File: config.mk
export PLATFORM = sky130hd
export DESIGN_NAME = flat_field_normalize
export DESIGN_NICKNAME = d
export VERILOG_FILES = /design/src/rtl/core/ffn_pkg.sv /design/src/rtl/core/ffn_datapath.sv /design/src/rtl/core/ffn_ctrl.sv /design/src/rtl/core/flat_field_normalize.sv
export SDC_FILE = /design/constraint.sdc
export NUM_CORES = 2
export LEC_CHECK = 0
export BUFFER_PORTS_ARGS = -buffer_cell sky130_fd_sc_hd__buf_2
export CAP_MARGIN = 5
export CELL_PAD_IN_SITES_DETAIL_PLACEMENT = 0
export CELL_PAD_IN_SITES_GLOBAL_PLACEMENT = 1
export CORE_MARGIN = 2
export CORE_UTILIZATION = 50
export CTS_BUF_LIST = sky130_fd_sc_hd__clkbuf_2
export DETAILED_ROUTE_END_ITERATION = 8
export GPL_TIMING_DRIVEN = 0
export PLACE_DENSITY = 0.91
export SLEW_MARGIN = 20
export SYNTH_ARGS = -nofsm -noshare
export SYNTH_HDL_FRONTEND = slang
export SYNTH_SLANG_ARGS = --single-unit
File: constraint.sdc
create_clock -name clk -period 4.5 [get_ports clk]
set_input_delay 0 -clock clk [delete_from_list [all_inputs] [get_ports clk]]
set_output_delay 0 -clock clk [all_outputs]
set_load 0.02 [all_outputs]
File: src/rtl/core/ffn_pkg.sv
// ----------------------------------------------------------------------------
// ffn_pkg
// Shared types and constants for the flat-field normalize block: parameter
// defaults, output select codes and the controller/datapath interface structs.
// ----------------------------------------------------------------------------
`default_nettype none

package ffn_pkg;

	// Parameter defaults
	localparam int COUNT_BITS_DEF      = 24;
	localparam int RATIO_FRAC_BITS_DEF = 16;
	localparam int MAX_PIXELS_DEF      = 1048576;

	// Result select codes
	typedef logic [1:0] ffn_osel_t;
	localparam ffn_osel_t OSEL_PASS = 2'd0;  // count passes through
	localparam ffn_osel_t OSEL_SAT  = 2'd1;  // saturated result
	localparam ffn_osel_t OSEL_QUOT = 2'd2;  // divider quotient

	// Controller to datapath commands
	typedef struct packed {
		logic      load;        // capture word, update count sum
		logic      ratio_init;  // set up divider for count/flat
		logic      mul_init;    // clear product registers
		logic      mul_step;    // one shift-add step of both products
		logic      form;        // build rounded numerator and denominator
		logic      div_init;    // set up divider for the correction
		logic      div_step;    // one restoring division step
		logic      ratio_acc;   // add quotient into ratio sum
		logic      out_load;    // write output register
		ffn_osel_t out_sel;
	} ffn_cmd_t;

	// Datapath to controller status
	typedef struct packed {
		logic is_apply;    // captured word is an apply word
		logic flat_zero;   // captured flat value is zero
		logic ratio_zero;  // ratio sum is zero
		logic ovf;         // quotient will not fit in the count range
	} ffn_sts_t;

endpackage

`default_nettype wire

File: src/rtl/core/ffn_datapath.sv
// ----------------------------------------------------------------------------
// ffn_datapath
// Running sums, shift-add multipliers for numerator and denominator, shared
// radix-2 restoring divider and the output register.
// ----------------------------------------------------------------------------
`default_nettype none

module ffn_datapath
	import ffn_pkg::*;
#(
	parameter int COUNT_BITS      = COUNT_BITS_DEF,
	parameter int RATIO_FRAC_BITS = RATIO_FRAC_BITS_DEF,
	parameter int MAX_PIXELS      = MAX_PIXELS_DEF
) (
	input  wire logic                  clk,
	input  wire logic                  arst_n,
	input  wire ffn_cmd_t              cmd,
	output      ffn_sts_t              sts,
	input  wire logic                  command,
	input  wire logic [COUNT_BITS-1:0] pixel_count,
	input  wire logic [COUNT_BITS-1:0] flat_value,
	input  wire logic                  frame_start,
	output      logic [COUNT_BITS-1:0] corrected_count,
	output      logic                  saturated
);

	localparam int PIX_BITS = (MAX_PIXELS > 1) ? $clog2(MAX_PIXELS) : 0;
	localparam int SC_W     = COUNT_BITS + PIX_BITS;       // count sum
	localparam int SR_W     = SC_W + RATIO_FRAC_BITS;      // ratio sum
	localparam int PD_W     = SR_W + COUNT_BITS;           // ratio sum * flat
	localparam int DEN_W    = PD_W + 1;                    // doubled denominator
	localparam int NUM_W    = PD_W + 2;                    // rounded numerator
	localparam int Q_W      = COUNT_BITS + RATIO_FRAC_BITS;

	logic                  apply_q;
	logic [COUNT_BITS-1:0] op_a_q;
	logic [COUNT_BITS-1:0] op_b_q;
	logic [SC_W-1:0]       sum_counts_q;
	logic [SR_W-1:0]       sum_ratios_q;
	logic [NUM_W-1:0]      num_q;
	logic [DEN_W-1:0]      den_q;
	logic [DEN_W-1:0]      rem_q;
	logic [Q_W-1:0]        sh_q;
	logic [Q_W-1:0]        quo_q;

	logic [SC_W-1:0]       sc_base;
	logic [SC_W:0]         sc_sum;
	logic [SR_W:0]         sr_sum;
	logic [DEN_W:0]        rem_sh;
	logic [DEN_W:0]        rem_diff;
	logic                  rem_ge;

	// Saturating adders for the two sums
	assign sc_base = frame_start ? '0 : sum_counts_q;
	assign sc_sum  = {1'b0, sc_base} + (SC_W+1)'(pixel_count);
	assign sr_sum  = {1'b0, sum_ratios_q} + (SR_W+1)'(quo_q);

	// Running sums
	always_ff @(posedge clk or negedge arst_n) begin
		if (!arst_n) begin
			sum_counts_q <= '0;
			sum_ratios_q <= '0;
		end else if (cmd.load && !command) begin
			sum_counts_q <= sc_sum[SC_W] ? '1 : sc_sum[SC_W-1:0];
			if (frame_start) begin
				sum_ratios_q <= '0;
			end
		end else if (cmd.ratio_acc) begin
			sum_ratios_q <= sr_sum[SR_W] ? '1 : sr_sum[SR_W-1:0];
		end
	end

	// Captured word; operands shift out MSB first while multiplying
	always_ff @(posedge clk) begin
		if (cmd.load) begin
			apply_q <= command;
			op_a_q  <= pixel_count;
			op_b_q  <= flat_value;
		end else if (cmd.mul_step) begin
			op_a_q <= op_a_q << 1;
			op_b_q <= op_b_q << 1;
		end
	end

	// Divider step: shift in one numerator bit, subtract if it fits
	assign rem_sh   = {rem_q, sh_q[Q_W-1]};
	assign rem_diff = rem_sh - {1'b0, den_q};
	assign rem_ge   = (rem_sh >= {1'b0, den_q});

	// Products, rounding, divider
	always_ff @(posedge clk) begin
		if (cmd.mul_init) begin
			num_q <= '0;
			den_q <= '0;
		end else if (cmd.mul_step) begin
			num_q <= (num_q << 1) + (op_a_q[COUNT_BITS-1] ? NUM_W'(sum_counts_q) : '0);
			den_q <= (den_q << 1) + (op_b_q[COUNT_BITS-1] ? DEN_W'(sum_ratios_q) : '0);
		end else if (cmd.form) begin
			// 2*N*2^F + D over 2*D rounds half up
			num_q <= (num_q << (RATIO_FRAC_BITS + 1)) + NUM_W'(den_q);
			den_q <= den_q << 1;
		end else if (cmd.ratio_init) begin
			den_q <= DEN_W'(op_b_q);
		end

		if (cmd.ratio_init) begin
			rem_q <= '0;
			sh_q  <= {op_a_q, {RATIO_FRAC_BITS{1'b0}}};
			quo_q <= '0;
		end else if (cmd.div_init) begin
			// high part is below the divisor once overflow is ruled out
			rem_q <= DEN_W'(num_q >> COUNT_BITS);
			sh_q  <= {num_q[COUNT_BITS-1:0], {RATIO_FRAC_BITS{1'b0}}};
			quo_q <= '0;
		end else if (cmd.div_step) begin
			rem_q <= rem_ge ? rem_diff[DEN_W-1:0] : rem_sh[DEN_W-1:0];
			sh_q  <= sh_q << 1;
			quo_q <= {quo_q[Q_W-2:0], rem_ge};
		end
	end

	// Status
	assign sts.is_apply   = apply_q;
	assign sts.flat_zero  = (op_b_q == '0);
	assign sts.ratio_zero = (sum_ratios_q == '0);
	assign sts.ovf        = ((num_q >> COUNT_BITS) >= NUM_W'(den_q));

	// Output register
	always_ff @(posedge clk) begin
		if (cmd.out_load) begin
			unique case (cmd.out_sel)
				OSEL_PASS: begin
					corrected_count <= op_a_q;
					saturated       <= 1'b0;
				end
				OSEL_QUOT: begin
					corrected_count <= quo_q[COUNT_BITS-1:0];
					saturated       <= 1'b0;
				end
				default: begin
					corrected_count <= '1;
					saturated       <= 1'b1;
				end
			endcase
		end
	end

endmodule

`default_nettype wire

File: src/rtl/core/ffn_ctrl.sv
// ----------------------------------------------------------------------------
// ffn_ctrl
// Sequencer for the flat-field normalize block: accepts one word at a time,
// steps the multipliers and divider, and owns the output valid.
// ----------------------------------------------------------------------------
`default_nettype none

module ffn_ctrl
	import ffn_pkg::*;
#(
	parameter int COUNT_BITS      = COUNT_BITS_DEF,
	parameter int RATIO_FRAC_BITS = RATIO_FRAC_BITS_DEF
) (
	input  wire logic     clk,
	input  wire logic     arst_n,
	input  wire logic     in_valid,
	output      logic     in_stall,
	output      logic     out_valid,
	input  wire logic     out_stall,
	input  wire ffn_sts_t sts,
	output      ffn_cmd_t cmd
);

	localparam int CNT_W = $clog2(COUNT_BITS + RATIO_FRAC_BITS + 1);
	localparam logic [CNT_W-1:0] RATIO_STEPS = CNT_W'(COUNT_BITS + RATIO_FRAC_BITS);
	localparam logic [CNT_W-1:0] COUNT_STEPS = CNT_W'(COUNT_BITS);
	localparam logic [CNT_W-1:0] LAST_STEP   = CNT_W'(1);

	localparam logic [2:0] S_IDLE   = 3'd0;
	localparam logic [2:0] S_DECIDE = 3'd1;
	localparam logic [2:0] S_MUL    = 3'd2;
	localparam logic [2:0] S_FORM   = 3'd3;
	localparam logic [2:0] S_CHECK  = 3'd4;
	localparam logic [2:0] S_DIV    = 3'd5;
	localparam logic [2:0] S_RACC   = 3'd6;
	localparam logic [2:0] S_RESULT = 3'd7;

	logic [2:0]       state_q, state_d;
	logic [CNT_W-1:0] cnt_q, cnt_d;
	ffn_osel_t        osel_q, osel_d;
	logic             out_valid_q;

	assign in_stall  = (state_q != S_IDLE);
	assign out_valid = out_valid_q;

	// Next state and commands
	always_comb begin
		cmd         = '0;
		state_d     = state_q;
		cnt_d       = cnt_q;
		osel_d      = osel_q;
		cmd.out_sel = osel_q;
		unique case (state_q)
			S_IDLE: begin
				if (in_valid) begin
					cmd.load = 1'b1;
					state_d  = S_DECIDE;
				end
			end
			S_DECIDE: begin
				if (!sts.is_apply) begin
					if (sts.flat_zero) begin
						state_d = S_IDLE;
					end else begin
						cmd.ratio_init = 1'b1;
						cnt_d          = RATIO_STEPS;
						state_d        = S_DIV;
					end
				end else if (sts.flat_zero) begin
					osel_d  = OSEL_PASS;
					state_d = S_RESULT;
				end else if (sts.ratio_zero) begin
					osel_d  = OSEL_SAT;
					state_d = S_RESULT;
				end else begin
					cmd.mul_init = 1'b1;
					cnt_d        = COUNT_STEPS;
					state_d      = S_MUL;
				end
			end
			S_MUL: begin
				cmd.mul_step = 1'b1;
				cnt_d        = cnt_q - LAST_STEP;
				if (cnt_q == LAST_STEP) begin
					state_d = S_FORM;
				end
			end
			S_FORM: begin
				cmd.form = 1'b1;
				state_d  = S_CHECK;
			end
			S_CHECK: begin
				if (sts.ovf) begin
					osel_d  = OSEL_SAT;
					state_d = S_RESULT;
				end else begin
					cmd.div_init = 1'b1;
					cnt_d        = COUNT_STEPS;
					state_d      = S_DIV;
				end
			end
			S_DIV: begin
				cmd.div_step = 1'b1;
				cnt_d        = cnt_q - LAST_STEP;
				if (cnt_q == LAST_STEP) begin
					if (sts.is_apply) begin
						osel_d  = OSEL_QUOT;
						state_d = S_RESULT;
					end else begin
						state_d = S_RACC;
					end
				end
			end
			S_RACC: begin
				cmd.ratio_acc = 1'b1;
				state_d       = S_IDLE;
			end
			S_RESULT: begin
				// wait for the output register to free up
				if (!out_valid_q || !out_stall) begin
					cmd.out_load = 1'b1;
					state_d      = S_IDLE;
				end
			end
			default: begin
				state_d = S_IDLE;
			end
		endcase
	end

	// Control registers
	always_ff @(posedge clk or negedge arst_n) begin
		if (!arst_n) begin
			state_q     <= S_IDLE;
			cnt_q       <= '0;
			osel_q      <= OSEL_PASS;
			out_valid_q <= 1'b0;
		end else begin
			state_q <= state_d;
			cnt_q   <= cnt_d;
			osel_q  <= osel_d;
			if (cmd.out_load) begin
				out_valid_q <= 1'b1;
			end else if (!out_stall) begin
				out_valid_q <= 1'b0;
			end
		end
	end

endmodule

`default_nettype wire

File: src/rtl/core/flat_field_normalize.sv
// ----------------------------------------------------------------------------
// flat_field_normalize
// Two-pass flat-field correction of one image layer.
// ----------------------------------------------------------------------------
// The block takes one word at a time. An accumulate word (command 0) adds the
// count to a saturating count sum and, for a nonzero flat value, the truncated
// Q.RATIO_FRAC_BITS ratio count/flat to a saturating ratio sum; frame_start
// clears both sums first. It produces no result; the ratio comes from a
// radix-2 restoring divider that retires one quotient bit per cycle, and is
// skipped when the flat value is zero. An apply word (command 1) produces one
// result word: round half up of sum_counts*count*2^F/(sum_ratios*flat). The
// two products are formed by shift-add, overflow of the count range is found
// by one compare, and the same divider then retires COUNT_BITS quotient bits.
// A zero flat value passes the count through and a zero ratio sum saturates.
// Overflow and a zero denominator give all ones with saturated set.
// A finished result sits in an output register, so a new word is taken
// while the previous result is still stalled downstream.
// ----------------------------------------------------------------------------
`default_nettype none

module flat_field_normalize
	import ffn_pkg::*;
#(
	parameter int COUNT_BITS      = COUNT_BITS_DEF,
	parameter int RATIO_FRAC_BITS = RATIO_FRAC_BITS_DEF,
	parameter int MAX_PIXELS      = MAX_PIXELS_DEF
) (
	input  wire logic                  clk,
	input  wire logic                  arst_n,
	input  wire logic                  in_valid,
	output      logic                  in_stall,
	input  wire logic                  command,
	input  wire logic [COUNT_BITS-1:0] pixel_count,
	input  wire logic [COUNT_BITS-1:0] flat_value,
	input  wire logic                  frame_start,
	output      logic                  out_valid,
	input  wire logic                  out_stall,
	output      logic [COUNT_BITS-1:0] corrected_count,
	output      logic                  saturated
);

	ffn_cmd_t cmd;
	ffn_sts_t sts;

	// Sequencer
	ffn_ctrl #(
		.COUNT_BITS      (COUNT_BITS),
		.RATIO_FRAC_BITS (RATIO_FRAC_BITS)
	) u_ctrl (
		.clk       (clk),
		.arst_n    (arst_n),
		.in_valid  (in_valid),
		.in_stall  (in_stall),
		.out_valid (out_valid),
		.out_stall (out_stall),
		.sts       (sts),
		.cmd       (cmd)
	);

	// Sums, multipliers, divider, output register
	ffn_datapath #(
		.COUNT_BITS      (COUNT_BITS),
		.RATIO_FRAC_BITS (RATIO_FRAC_BITS),
		.MAX_PIXELS      (MAX_PIXELS)
	) u_datapath (
		.clk             (clk),
		.arst_n          (arst_n),
		.cmd             (cmd),
		.sts             (sts),
		.command         (command),
		.pixel_count     (pixel_count),
		.flat_value      (flat_value),
		.frame_start     (frame_start),
		.corrected_count (corrected_count),
		.saturated       (saturated)
	);

	// Datapath commands never overlap
	a_cmd_excl: assert property (@(posedge clk) disable iff (!arst_n)
		$onehot0({cmd.load, cmd.ratio_init, cmd.mul_init, cmd.mul_step, cmd.form,
			cmd.div_init, cmd.div_step, cmd.ratio_acc, cmd.out_load}))
		else $error("overlapping datapath commands");

	// A pending result is never overwritten
	a_no_overwrite: assert property (@(posedge clk) disable iff (!arst_n)
		cmd.out_load |-> !(out_valid && out_stall))
		else $error("output register overwritten while stalled");

	// One word at a time: busy right after an accept
	a_busy_after_accept: assert property (@(posedge clk) disable iff (!arst_n)
		(in_valid && !in_stall) |=> in_stall)
		else $error("input taken while previous word in progress");

endmodule

`default_nettype wire

==> metrics.log <==
INFO  metric number_of_vias_in_the_routed_layout = 47.0k
INFO  metric crit_path_start_kind = flop
INFO  metric cts-root-buf = sky130_fd_sc_hd__clkbuf_2
INFO  metric clock_sinks = 510
INFO  metric gp_congestion = 1.04
INFO  metric cts-htree-levels = 4
INFO  metric final_layout_size_suffix_gt1_frac = 0.0944
INFO  metric fmaxAchievable = 0.224 GHz
INFO  metric power_density = 859 nW/um^2
INFO  metric timing.critical_path.mode_cell = sky130_fd_sc_hd__buf_2
INFO  metric fin_crit_sh = 0.994
INFO  metric detail_route.vias_per_cell = 6.54
INFO  metric yosys.area.top_type = sky130_fd_sc_hd__dfxtp_1
INFO  metric worst_pin_slew = 1.27 ns
INFO  metric grt_antenna_before_repair = 11
INFO  metric finalSetupViolations = 0
INFO  metric die_outline_area = 88700 sq um
INFO  metric run_status = finished clean
INFO  metric series_of_cell_instances_along_the_critical_path = inv_1 > ha_1 > buf_2 > nand4_1 > nor3_1 > nand3_1 > nor4_2 > a21oi_1 > o21ai_0 > a211o_1 > a31o_2 > buf_2 > buf_4 > mux2i_1 > nor2_1 > a221o_1
INFO  metric worst_slew_margin_relative_to_its_limit = 0.147
INFO  metric synth-main-ff-cell = sky130_fd_sc_hd__dfxtp_1
INFO  metric synthTopCellsByArea = sky130_fd_sc_hd__dfxtp_1 (14%), sky130_fd_sc_hd__ha_1 (11%), sky130_fd_sc_hd__edfxtp_1 (6.8%)
INFO  metric io-pin-count = 81
INFO  metric report.power.total = 42.2 mW
INFO  metric largest_net_degree_at_the_start_of_global_routing = 87
INFO  metric worstSetupPathType = reg -> reg
INFO  metric critical_path.slowest_cell = sky130_fd_sc_hd__dfxtp_1
INFO  metric hold_class = in -> reg
INFO  metric tritoncts = yes
INFO  metric syn_area = 43200 sq um
INFO  metric seq_area_frac_synth = 0.273
INFO  metric via_count_of_the_first_global_routing_pass = 44.5k
INFO  metric worstSetupEndpointType = flop
INFO  metric synth.net_count = 5917
INFO  metric critical-path-max-stage-delay = 0.47 ns
INFO  metric drt_iter0_markers = 5270
INFO  metric grtUsageTotal = 0.418
INFO  metric grt_first_pass_wirelength = 282000 um
INFO  metric hold_viol_final = 0
INFO  metric num_rows = 107
INFO  metric io_buffer_count = 79
INFO  metric grt_overflow = 0
INFO  metric die_height = 298 um
INFO  metric cell_family_contributing_the_most_delay_on_the_critical_path = simple AND/OR/NAND/NOR gates
INFO  metric synth_seq_cells = 510
INFO  metric first_pass_iters = 7
INFO  metric tritoncts.num_buffers = 146
INFO  metric synth-edff-count = 98
INFO  metric synthCells = 5474
INFO  metric floorplan.initialDensity = 0.506
INFO  metric clk_latency = 1.51 ns
INFO  metric max_cap_violations = 0
INFO  metric fin_skew = 0.119 ns
INFO  metric placedInstanceArea = 45100 sq um
INFO  metric worst_hold_slack = 0.186 ns
INFO  metric antenna_violating_nets_post_route = 0
INFO  metric crit_required = 5.80 ns
INFO  metric area_growth = 13.7%
INFO  metric critical_path_buf_inv_count = 4
INFO  metric yosys_warnings = 0
INFO  metric yosys.cell_count.top_type = sky130_fd_sc_hd__nand2_1
INFO  metric arrival = 5.78 ns
INFO  metric chipWidth = 298 um
INFO  metric critical_path.max_fanout = 10
INFO  metric finalNetCount = 6365
INFO  metric cellLeakagePower = 21.7 nW
INFO  metric synth_area_per_cell = 7.89 sq um
INFO  metric route.detailed.wl_per_inst = 26.8 um
INFO  metric cts.path.max_buffers = 3
INFO  metric synth.top_cell.area_share = 0.137
INFO  metric maxSlewViolCount = 0
INFO  metric period_minus_slack = 4.47 ns
INFO  metric core = 85400 sq um
INFO  metric detailedPlacementHpwl = 142000 um
INFO  metric synth.distinct_cells = 100
INFO  metric async_reset_ff_frac = 0.227
INFO  metric path_clk_slew = 0.10 ns
INFO  metric irDropWorstVdd = 0.000388 V
INFO  metric drt_drc_violations_left = 0
INFO  metric drt_wl_total = 192000 um
INFO  metric synth_common_cells = sky130_fd_sc_hd__nand2_1 (704), sky130_fd_sc_hd__a21oi_1 (510), sky130_fd_sc_hd__o21ai_0 (416)
INFO  metric postLayoutCellArea = 49100 sq um
sequential cells by signal (all words and copies together) (netlist names):
name                        cells
u_datapath.op_a_q              24
u_datapath.sh_q                24
u_datapath.den_q               85
u_datapath.sum_ratios_q        60
u_datapath.corrected_count     24
u_datapath.rem_q               85
u_ctrl.cnt_q                    6
u_ctrl.state_q                  3
u_ctrl.osel_q                   2
u_datapath.op_b_q              24
u_ctrl.out_valid                1
u_datapath.sum_counts_q        44
u_datapath.num_q               86
u_datapath.saturated            1
u_datapath.quo_q               40
u_datapath.apply_q              1
power breakdown:
| group | leakage [nW] | switching [mW] | internal [mW] |
|---|---|---|---|
| Sequential | 4.85 | 3.46 | 6.71 |
| Clock | 1.01 | 2.40 | 1.38 |
| Combinational | 15.8 | 18.0 | 10.3 |
| Total | 21.7 | 23.8 | 18.4 |
per-stage QoR:
stage	setup WS [ns]	instances	util	setup TNS [ns]
after floorplan	0.580	5474	-	0
after global placement	-2.24	6697	0.527	-286.24
after detailed placement	-1.77	6701	0.528	-171.61
after CTS	-0.0628	7168	0.571	-0.396
after global routing	-0.0378	7182	0.575	-0.121
final	0.0261	7182	0.575	0
path summary, 6_finish.rpt:
| path | from | to | slack (ns) | cells after the start |
|---|---|---|---|---|
| max in group asynchronous | arst_n | u_datapath.sum_counts_q[26]$_DFFE_PN0P_ | 2.96 | 7 |
| max | u_datapath.den_q[14]$_SDFFE_PP0P_ | u_datapath.rem_q[82]$_SDFFE_PP0P_ | 0.03 | 16 |
| max reg2reg | u_datapath.den_q[14]$_SDFFE_PP0P_ | u_datapath.rem_q[82]$_SDFFE_PP0P_ | 0.03 | 16 |
| min reg2reg | u_datapath.rem_q[64]$_SDFFE_PP0P_ | u_datapath.rem_q[65]$_SDFFE_PP0P_ | 0.47 | 2 |
| min | pixel_count[23] | u_datapath.op_a_q[23]$_DFFE_PP_ | 0.19 | 5 |
| min in group asynchronous | arst_n | u_datapath.sum_ratios_q[59]$_DFFE_PN0P_ | 0.74 | 6 |
repair_timing:
item | 4_1_cts | 5_1_grt
resized for setup | 59 | 81
endpoints found under the setup margin | 290 | 344
hold buffers | 199 | 0
hold endpoints to repair | 288 | 0
cloned | 1 | 0
pin swaps | 4 | 12
setup buffers | 12 | 16
worst min-delay path, stage by stage:
cell	delay, ns
sky130_fd_sc_hd__dlygate4sd3_1	0.52
sky130_fd_sc_hd__buf_2	0.13
sky130_fd_sc_hd__dlygate4sd3_1	0.73
sky130_fd_sc_hd__nand2_1	0.10
sky130_fd_sc_hd__nand2_1	0.08
per-layer routing:
layer,vias to the layer above,track usage,part of all wire
met1,22300,0.521,0.39
met5,-,0,0.00039
li1,21100,-,-
met4,8,0.319,0.087
met3,720,0.0995,0.10
met2,2825,0.625,0.42
cell usage in the layout, fill, tap and decap left out, types with 36 or more instances in the layout:
cell	n
sky130_fd_sc_hd__a222oi_1	37
sky130_fd_sc_hd__xnor2_1	224
sky130_fd_sc_hd__o211ai_1	53
sky130_fd_sc_hd__a21o_1	225
sky130_fd_sc_hd__a21oi_1	503
sky130_fd_sc_hd__edfxtp_1	98
sky130_fd_sc_hd__dlygate4sd3_1	198
sky130_fd_sc_hd__a22o_1	47
sky130_fd_sc_hd__a211o_1	39
sky130_fd_sc_hd__nor4_1	38
sky130_fd_sc_hd__nand4_1	100
sky130_fd_sc_hd__dfxtp_1	261
sky130_fd_sc_hd__inv_1	193
sky130_fd_sc_hd__a31oi_1	56
sky130_fd_sc_hd__buf_2	97
sky130_fd_sc_hd__nor2b_1	87
sky130_fd_sc_hd__ha_1	378
sky130_fd_sc_hd__a22oi_1	92
sky130_fd_sc_hd__and3_1	55
sky130_fd_sc_hd__xor2_1	128
sky130_fd_sc_hd__o21bai_1	61
sky130_fd_sc_hd__nor3_1	77
sky130_fd_sc_hd__clkbuf_1	233
sky130_fd_sc_hd__dfrtp_1	116
sky130_fd_sc_hd__and2_1	129
sky130_fd_sc_hd__a211oi_1	51
sky130_fd_sc_hd__nand2_1	702
sky130_fd_sc_hd__o21a_1	36
sky130_fd_sc_hd__nand3_1	118
sky130_fd_sc_hd__nor2_1	298
sky130_fd_sc_hd__o21ai_0	408
sky130_fd_sc_hd__clkbuf_2	221
sky130_fd_sc_hd__mux2i_1	60
cell families after synthesis:
group | after synthesis | share of synthesized area
xor gates and xnor gates | 354 | 0.0718
adders and majority gates | 389 | 0.114
buffers and inverters | 503 | 0.0451
muxes | 87 | 0.0209
DFF | 510 | 0.273
and+or+nand+nor | 1741 | 0.191
AOI/OAI and AO/OA | 1890 | 0.285
final cells by class:
| class | count | area (sq um) |
|---|---|---|
| timing repair buffer | 310 | 2720 |
| tap | 1144 | 1430 |
| multi-input combinational | 4461 | 29800 |
| buffer | 298 | 1240 |
| clock inverter | 49 | 295 |
| antenna | 8 | 20.0 |
| fill | 8033 | 36300 |
| inverter | 194 | 732 |
| clock buffer | 207 | 1040 |
| timing repair inverter | 1 | 7.51 |
| sequential | 510 | 11800 |
Note: power is estimated with default switching activity, not from simulation.
